## src/rtl/mbp_pkg.sv

```systemverilog
// Shared types, constants and the CRC-16/MODBUS byte step for the battery poller.
// No dependencies; every other RTL module but the checker imports this package.
`default_nettype none

package mbp_pkg;

    // Register indexes on the configuration port (byte address = 4 * index)
    localparam logic [2:0] REG_DEVICE_ADDRESS   = 3'd0;
    localparam logic [2:0] REG_FUNCTION_CODE    = 3'd1;
    localparam logic [2:0] REG_VOLTAGE_REGISTER = 3'd2;
    localparam logic [2:0] REG_PERCENT_REGISTER = 3'd3;
    localparam logic [2:0] REG_CURRENT_REGISTER = 3'd4;

    localparam int unsigned PADDR_W = 5;

    // Reset values of the configuration registers
    localparam logic [7:0] RST_DEVICE_ADDRESS   = 8'h01;
    localparam logic [7:0] RST_FUNCTION_CODE    = 8'h03;
    localparam logic [7:0] RST_VOLTAGE_REGISTER = 8'h00;
    localparam logic [7:0] RST_PERCENT_REGISTER = 8'h01;
    localparam logic [7:0] RST_CURRENT_REGISTER = 8'h02;

    // Input kinds
    localparam logic ACTION_TICK     = 1'b0;
    localparam logic ACTION_RESPONSE = 1'b1;

    // Round-robin register selector
    localparam logic [1:0] SEL_VOLTAGE = 2'd0;
    localparam logic [1:0] SEL_PERCENT = 2'd1;
    localparam logic [1:0] SEL_CURRENT = 2'd2;

    // Response header match
    localparam logic [7:0] RESP_ADDR_MATCH = 8'h01;
    localparam logic [7:0] RESP_FUNC_MATCH = 8'h03;

    // Request frame byte positions
    localparam logic [2:0] BYTE_DEVICE   = 3'd0;
    localparam logic [2:0] BYTE_FUNCTION = 3'd1;
    localparam logic [2:0] BYTE_REG_HI   = 3'd2;
    localparam logic [2:0] BYTE_REG_LO   = 3'd3;
    localparam logic [2:0] BYTE_CNT_HI   = 3'd4;
    localparam logic [2:0] BYTE_CNT_LO   = 3'd5;
    localparam logic [2:0] BYTE_CRC_LO   = 3'd6;
    localparam logic [2:0] BYTE_CRC_HI   = 3'd7;

    localparam logic [7:0] REQ_ZERO      = 8'h00;
    localparam logic [7:0] REQ_COUNT_ONE = 8'h01;

    localparam logic [15:0] CRC_INIT = 16'hFFFF;
    localparam logic [15:0] CRC_POLY = 16'hA001;

    typedef struct packed {
        logic [7:0] device_address;
        logic [7:0] function_code;
        logic [7:0] voltage_register;
        logic [7:0] percent_register;
        logic [7:0] current_register;
    } cfg_t;

    typedef struct packed {
        logic [15:0] voltage;
        logic [15:0] percent;
        logic [15:0] current;
    } values_t;

    // Job handed from the core to the transmit stage
    typedef struct packed {
        logic       valid;
        logic       frame;     // 1: eight-byte request, 0: single status beat
        logic [7:0] reg_addr;  // register address for request byte three
    } job_req_t;

    // One byte of reflected CRC-16, eight shift steps
    function automatic logic [15:0] crc_byte(input logic [15:0] crc_in,
                                             input logic [7:0]  data);
        logic [15:0] acc;
        acc = crc_in ^ {8'h00, data};
        for (int b = 0; b < 8; b++) begin
            acc = acc[0] ? ((acc >> 1) ^ CRC_POLY) : (acc >> 1);
        end
        return acc;
    endfunction

endpackage

`default_nettype wire

```

## src/rtl/mbp_cfg_regs.sv

```systemverilog
// APB-style configuration register file of the battery poller.
// Depends on mbp_pkg (register indexes, reset values, cfg_t).
`default_nettype none

module mbp_cfg_regs (
    input  wire                          clk,
    input  wire                          rst_n,
    input  wire                          psel,
    input  wire                          penable,
    input  wire                          pwrite,
    input  wire [mbp_pkg::PADDR_W-1:0]   paddr,
    input  wire [31:0]                   pwdata,
    output logic [31:0]                  prdata,
    output mbp_pkg::cfg_t                cfg
);
    import mbp_pkg::*;

    cfg_t       cfg_reg;
    logic       wr_en;
    logic [2:0] reg_idx;

    assign reg_idx = paddr[4:2];
    // pready is tied high at the top level
    assign wr_en   = psel && penable && pwrite;

    always_ff @(posedge clk or negedge rst_n)
    begin
        if (!rst_n)
        begin
            cfg_reg.device_address   <= RST_DEVICE_ADDRESS;
            cfg_reg.function_code    <= RST_FUNCTION_CODE;
            cfg_reg.voltage_register <= RST_VOLTAGE_REGISTER;
            cfg_reg.percent_register <= RST_PERCENT_REGISTER;
            cfg_reg.current_register <= RST_CURRENT_REGISTER;
        end
        else if (wr_en)
        begin
            case (reg_idx)
                REG_DEVICE_ADDRESS:   cfg_reg.device_address   <= pwdata[7:0];
                REG_FUNCTION_CODE:    cfg_reg.function_code    <= pwdata[7:0];
                REG_VOLTAGE_REGISTER: cfg_reg.voltage_register <= pwdata[7:0];
                REG_PERCENT_REGISTER: cfg_reg.percent_register <= pwdata[7:0];
                REG_CURRENT_REGISTER: cfg_reg.current_register <= pwdata[7:0];
                default: ;
            endcase
        end
    end

    always_comb
    begin
        case (reg_idx)
            REG_DEVICE_ADDRESS:   prdata = {24'h0, cfg_reg.device_address};
            REG_FUNCTION_CODE:    prdata = {24'h0, cfg_reg.function_code};
            REG_VOLTAGE_REGISTER: prdata = {24'h0, cfg_reg.voltage_register};
            REG_PERCENT_REGISTER: prdata = {24'h0, cfg_reg.percent_register};
            REG_CURRENT_REGISTER: prdata = {24'h0, cfg_reg.current_register};
            default:              prdata = 32'h0;
        endcase
    end

    assign cfg = cfg_reg;

endmodule

`default_nettype wire

```

## src/rtl/mbp_core.sv

```systemverilog
// Input beat register and poller state: round robin, ready flag, stored values.
// Depends on mbp_pkg (cfg_t, values_t, job_req_t, codes).
`default_nettype none

module mbp_core (
    input  wire                 clk,
    input  wire                 rst_n,
    input  wire                 s_tvalid,
    output logic                s_tready,
    input  wire [31:0]          s_tdata,   // resp_address, resp_function,
                                           // resp_data_high, resp_data_low
    input  wire [0:0]           s_tuser,   // action
    input  mbp_pkg::cfg_t       cfg,
    input  wire                 tx_free,
    output mbp_pkg::job_req_t   job_req,
    output mbp_pkg::values_t    values
);
    import mbp_pkg::*;

    logic        in_valid_reg;
    logic        in_action_reg;
    logic [31:0] in_data_reg;

    logic [1:0]  query_select_reg, query_select_next;
    logic [1:0]  pending_reg,      pending_next;
    logic        poll_ready_reg,   poll_ready_next;
    values_t     values_reg,       values_next;

    logic        consume;
    logic        resp_match;
    logic        send_req;
    logic [7:0]  sel_reg_addr;
    logic [15:0] resp_word;

    assign consume  = in_valid_reg && tx_free;
    assign s_tready = !in_valid_reg || consume;

    assign resp_match = (in_data_reg[7:0] == RESP_ADDR_MATCH) &&
                        (in_data_reg[15:8] == RESP_FUNC_MATCH);
    assign resp_word  = {in_data_reg[23:16], in_data_reg[31:24]};
    assign send_req   = (in_action_reg == ACTION_TICK) && poll_ready_reg;

    always_comb
    begin
        case (query_select_reg)
            SEL_PERCENT: sel_reg_addr = cfg.percent_register;
            SEL_CURRENT: sel_reg_addr = cfg.current_register;
            default:     sel_reg_addr = cfg.voltage_register;
        endcase
    end

    always_comb
    begin
        query_select_next = query_select_reg;
        pending_next      = pending_reg;
        poll_ready_next   = poll_ready_reg;
        values_next       = values_reg;
        if (consume)
        begin
            if (in_action_reg == ACTION_TICK)
            begin
                if (poll_ready_reg)
                begin
                    poll_ready_next   = 1'b0;
                    pending_next      = query_select_reg;
                    query_select_next = (query_select_reg >= SEL_CURRENT) ?
                                        SEL_VOLTAGE : query_select_reg + 2'd1;
                end
            end
            else if (resp_match)
            begin
                case (pending_reg)
                    SEL_VOLTAGE: values_next.voltage = resp_word;
                    SEL_PERCENT: values_next.percent = resp_word;
                    SEL_CURRENT: values_next.current = resp_word;
                    default: ;
                endcase
                poll_ready_next = 1'b1;
            end
        end
    end

    always_ff @(posedge clk or negedge rst_n)
    begin
        if (!rst_n)
        begin
            in_valid_reg     <= 1'b0;
            query_select_reg <= SEL_VOLTAGE;
            pending_reg      <= SEL_VOLTAGE;
            poll_ready_reg   <= 1'b1;
            values_reg       <= '0;
        end
        else
        begin
            if (s_tready)
                in_valid_reg <= s_tvalid;
            query_select_reg <= query_select_next;
            pending_reg      <= pending_next;
            poll_ready_reg   <= poll_ready_next;
            values_reg       <= values_next;
        end
    end

    always_ff @(posedge clk)
    begin
        if (s_tready && s_tvalid)
        begin
            in_action_reg <= s_tuser[0];
            in_data_reg   <= s_tdata;
        end
    end

    assign job_req.valid    = consume;
    assign job_req.frame    = send_req;
    assign job_req.reg_addr = sel_reg_addr;
    assign values           = values_reg;

endmodule

`default_nettype wire

```

## src/rtl/mbp_tx.sv

```systemverilog
// Transmit stage: walks a job beat by beat, folds the CRC one byte per beat,
// and holds the result beat in the output register. Depends on mbp_pkg.
`default_nettype none

module mbp_tx (
    input  wire                 clk,
    input  wire                 rst_n,
    input  mbp_pkg::job_req_t   job_req,
    input  mbp_pkg::cfg_t       cfg,
    input  mbp_pkg::values_t    values,
    output logic                tx_free,
    output logic                m_tvalid,
    input  wire                 m_tready,
    output logic [55:0]         m_tdata,   // tx_byte, voltage, percent, current
    output logic [0:0]          m_tuser,   // frame_valid
    output logic                m_tlast
);
    import mbp_pkg::*;

    logic        job_valid_reg;
    logic        job_frame_reg;
    logic [7:0]  job_reg_addr_reg;
    logic [2:0]  idx_reg;
    logic [15:0] crc_reg;

    logic        out_valid_reg;
    logic [55:0] out_data_reg;
    logic        out_flag_reg;
    logic        out_last_reg;

    logic        load;
    logic        job_last;
    logic [7:0]  frame_byte;
    logic [7:0]  beat_byte;
    logic [15:0] crc_seed;

    assign load     = !out_valid_reg || m_tready;
    assign job_last = !job_frame_reg || (idx_reg == BYTE_CRC_HI);
    assign tx_free  = !job_valid_reg || (load && job_last);

    always_comb
    begin
        case (idx_reg)
            BYTE_DEVICE:   frame_byte = cfg.device_address;
            BYTE_FUNCTION: frame_byte = cfg.function_code;
            BYTE_REG_HI:   frame_byte = REQ_ZERO;
            BYTE_REG_LO:   frame_byte = job_reg_addr_reg;
            BYTE_CNT_HI:   frame_byte = REQ_ZERO;
            BYTE_CNT_LO:   frame_byte = REQ_COUNT_ONE;
            BYTE_CRC_LO:   frame_byte = crc_reg[7:0];
            BYTE_CRC_HI:   frame_byte = crc_reg[15:8];
            default:       frame_byte = REQ_ZERO;
        endcase
    end

    assign beat_byte = job_frame_reg ? frame_byte : REQ_ZERO;
    assign crc_seed  = (idx_reg == BYTE_DEVICE) ? CRC_INIT : crc_reg;

    always_ff @(posedge clk or negedge rst_n)
    begin
        if (!rst_n)
        begin
            job_valid_reg <= 1'b0;
            out_valid_reg <= 1'b0;
        end
        else
        begin
            if (job_req.valid)
                job_valid_reg <= 1'b1;
            else if (load && job_valid_reg && job_last)
                job_valid_reg <= 1'b0;
            if (load)
                out_valid_reg <= job_valid_reg;
        end
    end

    always_ff @(posedge clk)
    begin
        if (job_req.valid)
        begin
            job_frame_reg    <= job_req.frame;
            job_reg_addr_reg <= job_req.reg_addr;
            idx_reg          <= BYTE_DEVICE;
        end
        else if (load && job_valid_reg && !job_last)
            idx_reg <= idx_reg + 3'd1;

        // CRC covers the six header bytes as they go out
        if (load && job_valid_reg && job_frame_reg && (idx_reg < BYTE_CRC_LO))
            crc_reg <= crc_byte(crc_seed, frame_byte);

        if (load && job_valid_reg)
        begin
            out_data_reg <= {values.current, values.percent, values.voltage, beat_byte};
            out_flag_reg <= job_frame_reg;
            out_last_reg <= job_last;
        end
    end

    assign m_tvalid = out_valid_reg;
    assign m_tdata  = out_data_reg;
    assign m_tuser  = out_flag_reg;
    assign m_tlast  = out_last_reg;

endmodule

`default_nettype wire

```

## src/rtl/modbus_battery_register_poller_unit.sv

```systemverilog
// An input beat moves via the input and job registers into the output register.
// Throughput: a poll tick that sends a request gives eight output beats, one per cycle
// while m_tready holds high, set by one request byte per beat; any other item gives one beat.
// The next input beat is taken while the current job still drains.
// Reset (rst_n low, async): config to defaults, voltage register queried next,
// ready flag set, stored values zero, both stream sides empty.
`default_nettype none

module modbus_battery_register_poller_unit (
    input  wire         clk,
    input  wire         rst_n,
    // Configuration port, registers at byte address 4*index
    input  wire         psel,
    input  wire         penable,
    input  wire         pwrite,
    input  wire [4:0]   paddr,
    input  wire [31:0]  pwdata,
    output logic [31:0] prdata,
    output logic        pready,
    // Input stream
    input  wire         s_tvalid,
    output logic        s_tready,
    input  wire [31:0]  s_tdata,   // [7:0] resp_address, [15:8] resp_function,
                                   // [23:16] resp_data_high, [31:24] resp_data_low
    input  wire [0:0]   s_tuser,   // [0] action: 0 poll tick, 1 response header
    // Output stream
    output logic        m_tvalid,
    input  wire         m_tready,
    output logic [55:0] m_tdata,   // [7:0] tx_byte, [23:8] voltage,
                                   // [39:24] percent, [55:40] current
    output logic [0:0]  m_tuser,   // [0] frame_valid
    output logic        m_tlast    // last beat caused by this input item
);
    import mbp_pkg::*;

    cfg_t     cfg;
    values_t  values;
    job_req_t job_req;
    logic     tx_free;

    // Writes complete in the access cycle; no wait states.
    assign pready = 1'b1;

    // Register file: device address, function code and the three register numbers.
    mbp_cfg_regs u_cfg (
        .clk     (clk),
        .rst_n   (rst_n),
        .psel    (psel),
        .penable (penable),
        .pwrite  (pwrite),
        .paddr   (paddr),
        .pwdata  (pwdata),
        .prdata  (prdata),
        .cfg     (cfg)
    );

    // Core: registers the input beat, then decides in one pass whether a tick
    // sends a request (only when the previous one was answered) and stores the
    // data word of a matching response into the value last queried. The item
    // is consumed only when the transmit stage can take its job.
    mbp_core u_core (
        .clk      (clk),
        .rst_n    (rst_n),
        .s_tvalid (s_tvalid),
        .s_tready (s_tready),
        .s_tdata  (s_tdata),
        .s_tuser  (s_tuser),
        .cfg      (cfg),
        .tx_free  (tx_free),
        .job_req  (job_req),
        .values   (values)
    );

    // Transmit: a request job walks the eight frame bytes; the CRC register
    // absorbs bytes zero to five as they are loaded, so the two CRC bytes are
    // ready when their turn comes. Every beat carries the stored values.
    mbp_tx u_tx (
        .clk      (clk),
        .rst_n    (rst_n),
        .job_req  (job_req),
        .cfg      (cfg),
        .values   (values),
        .tx_free  (tx_free),
        .m_tvalid (m_tvalid),
        .m_tready (m_tready),
        .m_tdata  (m_tdata),
        .m_tuser  (m_tuser),
        .m_tlast  (m_tlast)
    );

endmodule

`default_nettype wire

```

## config.mk

```make
export PLATFORM = sky130hd
export DESIGN_NAME = modbus_battery_register_poller_unit
export DESIGN_NICKNAME = d
export VERILOG_FILES = /design/src/rtl/mbp_pkg.sv /design/src/rtl/mbp_cfg_regs.sv /design/src/rtl/mbp_core.sv /design/src/rtl/mbp_tx.sv /design/src/rtl/modbus_battery_register_poller_unit.sv
export SDC_FILE = /design/constraint.sdc
export NUM_CORES = 1
export LEC_CHECK = 0
export ABC_CLOCK_PERIOD_IN_PS = 3100
export BUFFER_PORTS_ARGS = -buffer_cell sky130_fd_sc_hd__buf_2
export CORE_MARGIN = 4
export CORE_UTILIZATION = 23
export DETAILED_ROUTE_END_ITERATION = 16
export GPL_TIMING_DRIVEN = 0
export SYNTH_ARGS = -nofsm -noshare
export SYNTH_HDL_FRONTEND = slang
export SYNTH_SLANG_ARGS = --single-unit
```

## constraint.sdc

```tcl
create_clock -name clk -period 3.1 [get_ports clk]
set_input_delay 0.31 -clock clk [delete_from_list [all_inputs] [get_ports clk]]
set_output_delay 0.31 -clock clk [all_outputs]
set_load 0.005 [all_outputs]
```

### Word-level counts from Yosys, hierarchy flattened

Cells that the tools add are included.

| storage, ports and cells | value |
|---|---|
| flip-flop bits (word level) | 215 |
| bits of input ports | 77 |
| output and inout bits | 93 |
| word-level logic and storage cells | 110 |

| cells by class | value |
|---|---|
| $add $sub $neg | 2 |
| $lt $le $gt $ge | 2 |
| eq/ne operators | 18 |
| multiplexer cells | 17 |
| bitwise logic cells | 10 |
| reduce and logical (&&, ||, !) cells | 36 |

Operators with widths:

| kind | count |
|---|---|
| $mux 16 | 8 |
| $pmux 8 s7 | 1 |
| $pmux 8 s5 | 1 |
| $not 2->3 | 8 |
| $pmux 8 s2 | 1 |
| $xor 16x8->16 | 1 |
| $eq 3x3->1 const B | 5 |
| $mux 14 | 1 |
| $eq 3x2->1 const B | 4 |
| $logic_and 1x1->1 | 12 |
| $reduce_and 2->1 | 6 |
| $reduce_and 4->1 | 3 |
| $eq 8x1->1 const B | 1 |
| $eq 8x2->1 const B | 1 |
| $eq 3x1->1 const B | 2 |
| $logic_not 3->1 | 2 |
| $logic_not 1->1 | 5 |
| $eq 2x1->1 const B | 2 |
| $eq 2x2->1 const B | 2 |
| $logic_or 1x1->1 | 4 |
| $mux 1 | 4 |
| $add 3x1->3 const B | 1 |
| $lt 3x3->1 const B | 1 |
| $reduce_and 3->1 | 1 |
| 8 further kinds | 8 |

### Logic depth before layout (Yosys ltp)

| logic depth | value |
|---|---|
| depth after elaboration | 20 |
| depth in mapped cells | 10 |
| mapped depth without buffers | 8 |

### By module

Synthesis repeated with hierarchy kept, for this count alone.

| second synthesis, totals | value |
|---|---|
| cells, all modules | 566 |
| area, all modules | 9095.0 um^2 |

By module, submodules not included:

| module | times used | cells an instance | area an instance (um^2) | sequential area each (um^2) |
|---|---|---|---|---|
| mbp_tx | 1 | 208 | 3538.4 | 2602.5 |
| mbp_core | 1 | 200 | 3432.0 | 2343.5 |
| mbp_cfg_regs | 1 | 156 | 2113.3 | 1007.2 |
| modbus_battery_register_poller_unit | 1 | 2 | 11.3 | 0.0 |

### Worst setup path after synthesis

No wires, ideal clock.

| path | value |
|---|---|
| path kind | reg-to-reg |
| from | register u_tx.out_valid_reg (netlist: u_tx.m_tvalid) |
| to | register u_tx.crc_reg[0], enable pin |
| setup time | 374 ps |
| data arrival time | 2590 ps |
| required time | 2726 ps |
| path slack | 136 ps |
| stages on the path, launching flop included | 4 |
| buffers on the path | 0 |
| period minus slack after synthesis | 2964 ps |
| path through | dfrtp_1 -> nand2b_1 -> and2_1 -> and3_1 |

| on the way | value |
|---|---|
| cells in the longest elaborated chain, start to end | 5 |

Ends and longest elaborated chain:

| what | line | text |
|---|---|---|
| from (decl) | mbp_tx.sv:26 | `logic out_valid_reg;` |
| from (signal assigned) | mbp_tx.sv:73 | `out_valid_reg <= job_valid_reg;` |
| $logic_not 1->1 | mbp_tx.sv:37 | `assign load = !out_valid_reg \|\| m_tready;` |
| $logic_or 1x1->1 | mbp_tx.sv:37 |  |
| $logic_and 1x1->1 (3 in series) | mbp_tx.sv:89 | `if (load && job_valid_reg && job_frame_reg && (idx_reg < BYTE_CRC_LO))` |
| to (signal assigned) | mbp_tx.sv:90 | `crc_reg <= crc_byte(crc_seed, frame_byte);` |
| to (decl) | mbp_tx.sv:24 | `logic [15:0] crc_reg;` |

Every way passes these cells.
A chain may end at the register's enable or synchronous reset.

### Final worst setup path

| path | value |
|---|---|
| from | register u_tx.idx_reg[0] |
| to | register u_tx.crc_reg[0] (data pin) |

| on the way | value |
|---|---|
| cells in the longest elaborated chain, start to end | 13 |
| elaborated cells on any way between the ends | 28 |
| those cells by class | 7 x eq/ne; 10 x mux; 9 x bitwise; 2 x reduce/logical |

Ends and longest elaborated chain:

| what | line | text |
|---|---|---|
| from (decl) | mbp_tx.sv:23 | `logic [2:0] idx_reg;` |
| from (signal assigned) | mbp_tx.sv:86 | `idx_reg <= idx_reg + 3'd1;` |
| $eq 3x2->1 / $eq 3x3->1 (equally long branches) | mbp_tx.sv:43 | `case (idx_reg)` |
| $reduce_or 2->1 (no source line) | n/a |  |
| $pmux 8 s7 | mbp_tx.sv:43 |  |
| $xor 16x8->16 (*) | mbp_pkg.sv:77 | `acc = crc_in ^ {8'h00, data};` |
| $mux 16 (*) (6 in series) | mbp_pkg.sv:79 | `acc = acc[0] ? ((acc >> 1) ^ CRC_POLY) : (acc >> 1);` |
| $not 2->3 (no source line) / $mux 16 (equally long branches) | n/a |  |
| $mux 16 (*) | mbp_pkg.sv:79 |  |
| $mux 14 (*) | mbp_pkg.sv:79 |  |

Every way passes the cells marked *; elsewhere a longest branch is shown, timed or not.

==> parameters.txt <==
Parameter                              Value

Run status
  Outcome    finished clean

Detailed routing
  Mean routed wirelength per cell    16.48 µm
  Count of routing violations after the opening detailed-route iteration    232
  Via-to-Cell Ratio    4.090
  Routed Wire Length    21.60 mm
  Number of vias after detailed routing    5362
  Count of antenna-violating nets left after detailed routing    0
  Drt first pass iters    5
  Post-detailed-route DRC marker count    0

Final layout
  Share of layout cells above drive strength 1    0.4013
  Count of non-filler cells in the finished layout    1311
  Commonest cells after routing, fill and taps aside    sky130_fd_sc_hd__buf_2, sky130_fd_sc_hd__edfxtp_1, sky130_fd_sc_hd__mux2_2
  Area growth from synthesis to final layout    29.29%
  Cell area after layout    0.01157 mm²
  Filler cell count    3850
  Number of flip-flops under the largest register name    56
  Most common cell after layout, fill and taps aside    sky130_fd_sc_hd__buf_2
  Number of diodes added for antenna fixing    0
  Final #Nets    869

Timing
  Period utilization    0.9599
  Final clock skew    17.25 ps
  Total count of max-transition violations in the final report    0
  Number of failing hold endpoints at the final stage    0
  Total Neg Setup Slack    0 ps
  Post-route worst setup slack    124.2 ps
  Final min period    2976 ps
  Count of endpoints failing setup in the final report    0
  Worst slew margin    0.2091
  Achievable Freq    336.0 MHz
  Setup repair after global routing missed its margin    no
  Worst-margin pin slew    1183 ps

Place
  Cell Area, Placed    0.01033 mm²
  Inst Count DP    1226
  Pre-CTS WS    -424.0 ps
  RePlAce Congestion    0.8068
  Count of input and output buffers    118
  Detailed placer's ending HPWL    14.32 mm

Synth
  Synth Area per Inst    15.65 µm²
  Yosys Warn Count    0
  Number of enable flip-flop cells after synthesis    116
  Leading cell types by total area after synthesis    sky130_fd_sc_hd__edfxtp_1, sky130_fd_sc_hd__dfrtp_1, sky130_fd_sc_hd__mux2_2
  Share of synthesized area occupied by flip-flops and latches    0.6652
  Cells after Synth    572
  Synth Register Bits    215
  Share of Yosys cell area claimed by the top area cell type    0.3892
  Library cell with the largest summed area after synthesis    sky130_fd_sc_hd__edfxtp_1
  Post-synth ARST share    0.4465
  Leading register cell type out of synthesis    sky130_fd_sc_hd__edfxtp_1
  Count of different cell masters after synthesis    54
  Synthesized cell area    0.008950 mm²

Floorplan
  Vertical die dimension    205.3 µm
  IO Pins    170
  Number of cell rows    71
  Starting density of the core    0.2354
  Core area    0.03802 mm²
  Die Width    205.3 µm
  Die area    0.04213 mm²

Power and ir drop
  Total power    8.542 mW
  Peak VDD IR    0.5618 mV
  Power density over cell area    738.2 mW/mm²
  Leakage power    4.918 nW

Run
  Count of maximum capacitance violations    0

GRT
  Total global routing track utilization    0.1006
  Global-route wire length before repair    33.09 mm
  Via count of the first global-routing pass    5507
  Antenna violations before repair    2
  Gr ovfl total    0
  Largest net degree at the start of global routing    65

Worst hold path
  Type of the most critical hold path    primary input to register

Clock tree
  Buffers from clock root to sink, at most    3
  Clock tree from TritonCTS    yes
  Clock-pin transition on the worst setup and hold timing paths    60 ps
  Clock sink count    215
  Clock insertion delay at the later pin of the skew report    530 ps
  H-tree level count    1
  Buffer cell driving the clock tree root    sky130_fd_sc_hd__clkbuf_16
  Number of CTS-inserted buffers    24

Critical path
  Kind of capture point of the worst setup path    register
  Crit path DAT    3240 ps
  Crit start category    register
  Critical path start-end classification    register to register
  Required time of the worst setup path    3360 ps
  Worst Path Max Fanout    10
cell usage after synthesis (all sizes together), types with 6 or more instances:
cell / n
a21oi: 20
dfstp: 6
mux2: 92
xnor2: 20
mux2i: 19
dfrtp: 90
nor2: 42
clkbuf: 12
buf: 32
nand2: 10
and2: 6
o22ai: 8
a22oi: 8
edfxtp: 116
nand2b: 7
or2: 6
xnor3: 7
ha: 10
inv: 8
power breakdown:
part	internal, mW	switching [mW]	leakage (nW)
combinational	1.15	0.924	2.12
clock	1.62	1.15	0.366
sequential	3.49	0.210	2.43
total	6.26	2.28	4.92
worst max-delay path, cell delays in order (launching register included):
cell                      delay, ps
sky130_fd_sc_hd__dfxtp_1        360
sky130_fd_sc_hd__ha_1           240
sky130_fd_sc_hd__ha_1           300
sky130_fd_sc_hd__buf_6          180
sky130_fd_sc_hd__nor2_1         210
sky130_fd_sc_hd__o21ai_4        190
sky130_fd_sc_hd__mux2i_2        350
sky130_fd_sc_hd__xnor2_2        210
sky130_fd_sc_hd__xnor3_1        480
sky130_fd_sc_hd__xnor3_1        190
cell type report:
| class | instances | area, µm² | share of cell area |
|---|---|---|---|
| well taps | 511 | 639.4 | 0.05526 |
| clock buffers | 38 | 693.2 | 0.05990 |
| repair buffers | 162 | 1051 | 0.09083 |
| multi-input cells | 328 | 2843 | 0.2457 |
| clock inverters | 6 | 75.07 | 0.006488 |
| plain buffers | 43 | 286.5 | 0.02476 |
| inverters | 8 | 30.03 | 0.002595 |
| flip-flops and latches | 215 | 5953 | 0.5145 |
routing by layer:
layer,wire length [µm],vias up,global-route usage
met5,0,-,0
met4,535,0,0.02344
met3,1659,36,0.03325
met2,10380,176,0.1636
met1,9032,2672,0.1309
li1,-,2478,-
kinds of logic (layout without fill, tap and decap cells):
logic type / after synthesis / count (layout) / share of synthesized area
flip-flops: 215 / 215 / 0.6652
multiplexers: 112 / 112 / 0.1404
adder cells (fa/ha/maj): 10 / 10 / 0.01398
AO/OA/AOI/OAI: 54 / 54 / 0.04250
buffers and inverters: 52 / 257 / 0.03551
AND/OR/NAND/NOR: 96 / 96 / 0.05802
XOR/XNOR: 31 / 31 / 0.04362
other: 2 / 25 / 0.0008391
path summary, 6_finish.rpt:
| path | slack [ps] | depth (start not counted) | to | startpoint |
|---|---|---|---|---|
| min in group asynchronous | 270 | 2 | u_core.values[13] | rst_n |
| worst min-delay path | 80 | 3 | u_tx.m_tvalid | m_tready |
| max in group asynchronous | 2060 | 3 | u_cfg.cfg[24] | rst_n |
| worst max-delay path | 120 | 9 | u_tx.crc_reg[0] | u_tx.idx_reg[0] |
| worst max register to register | 120 | 9 | u_tx.crc_reg[0] | u_tx.idx_reg[0] |
| worst min register to register | 430 | 0 | u_tx.m_tdata[35] | u_core.values[27] |
what timing repair did:
item,in CTS,in global routing
pin swaps,3,2
hold buffers,35,0
setup buffers,3,4
resized for setup,6,6
endpoints found under the hold margin,66,0
endpoints found under the setup margin,33,28
stage by stage:
step	util	hold slack [ps]
floorplan	-	14.41
global placement	0.2700	426.1
finish	0.3043	84.49
global route	0.3043	72.37
CTS	0.3027	49.68
detailed placement	0.2716	308.2
(Power assumes the default switching activity.)
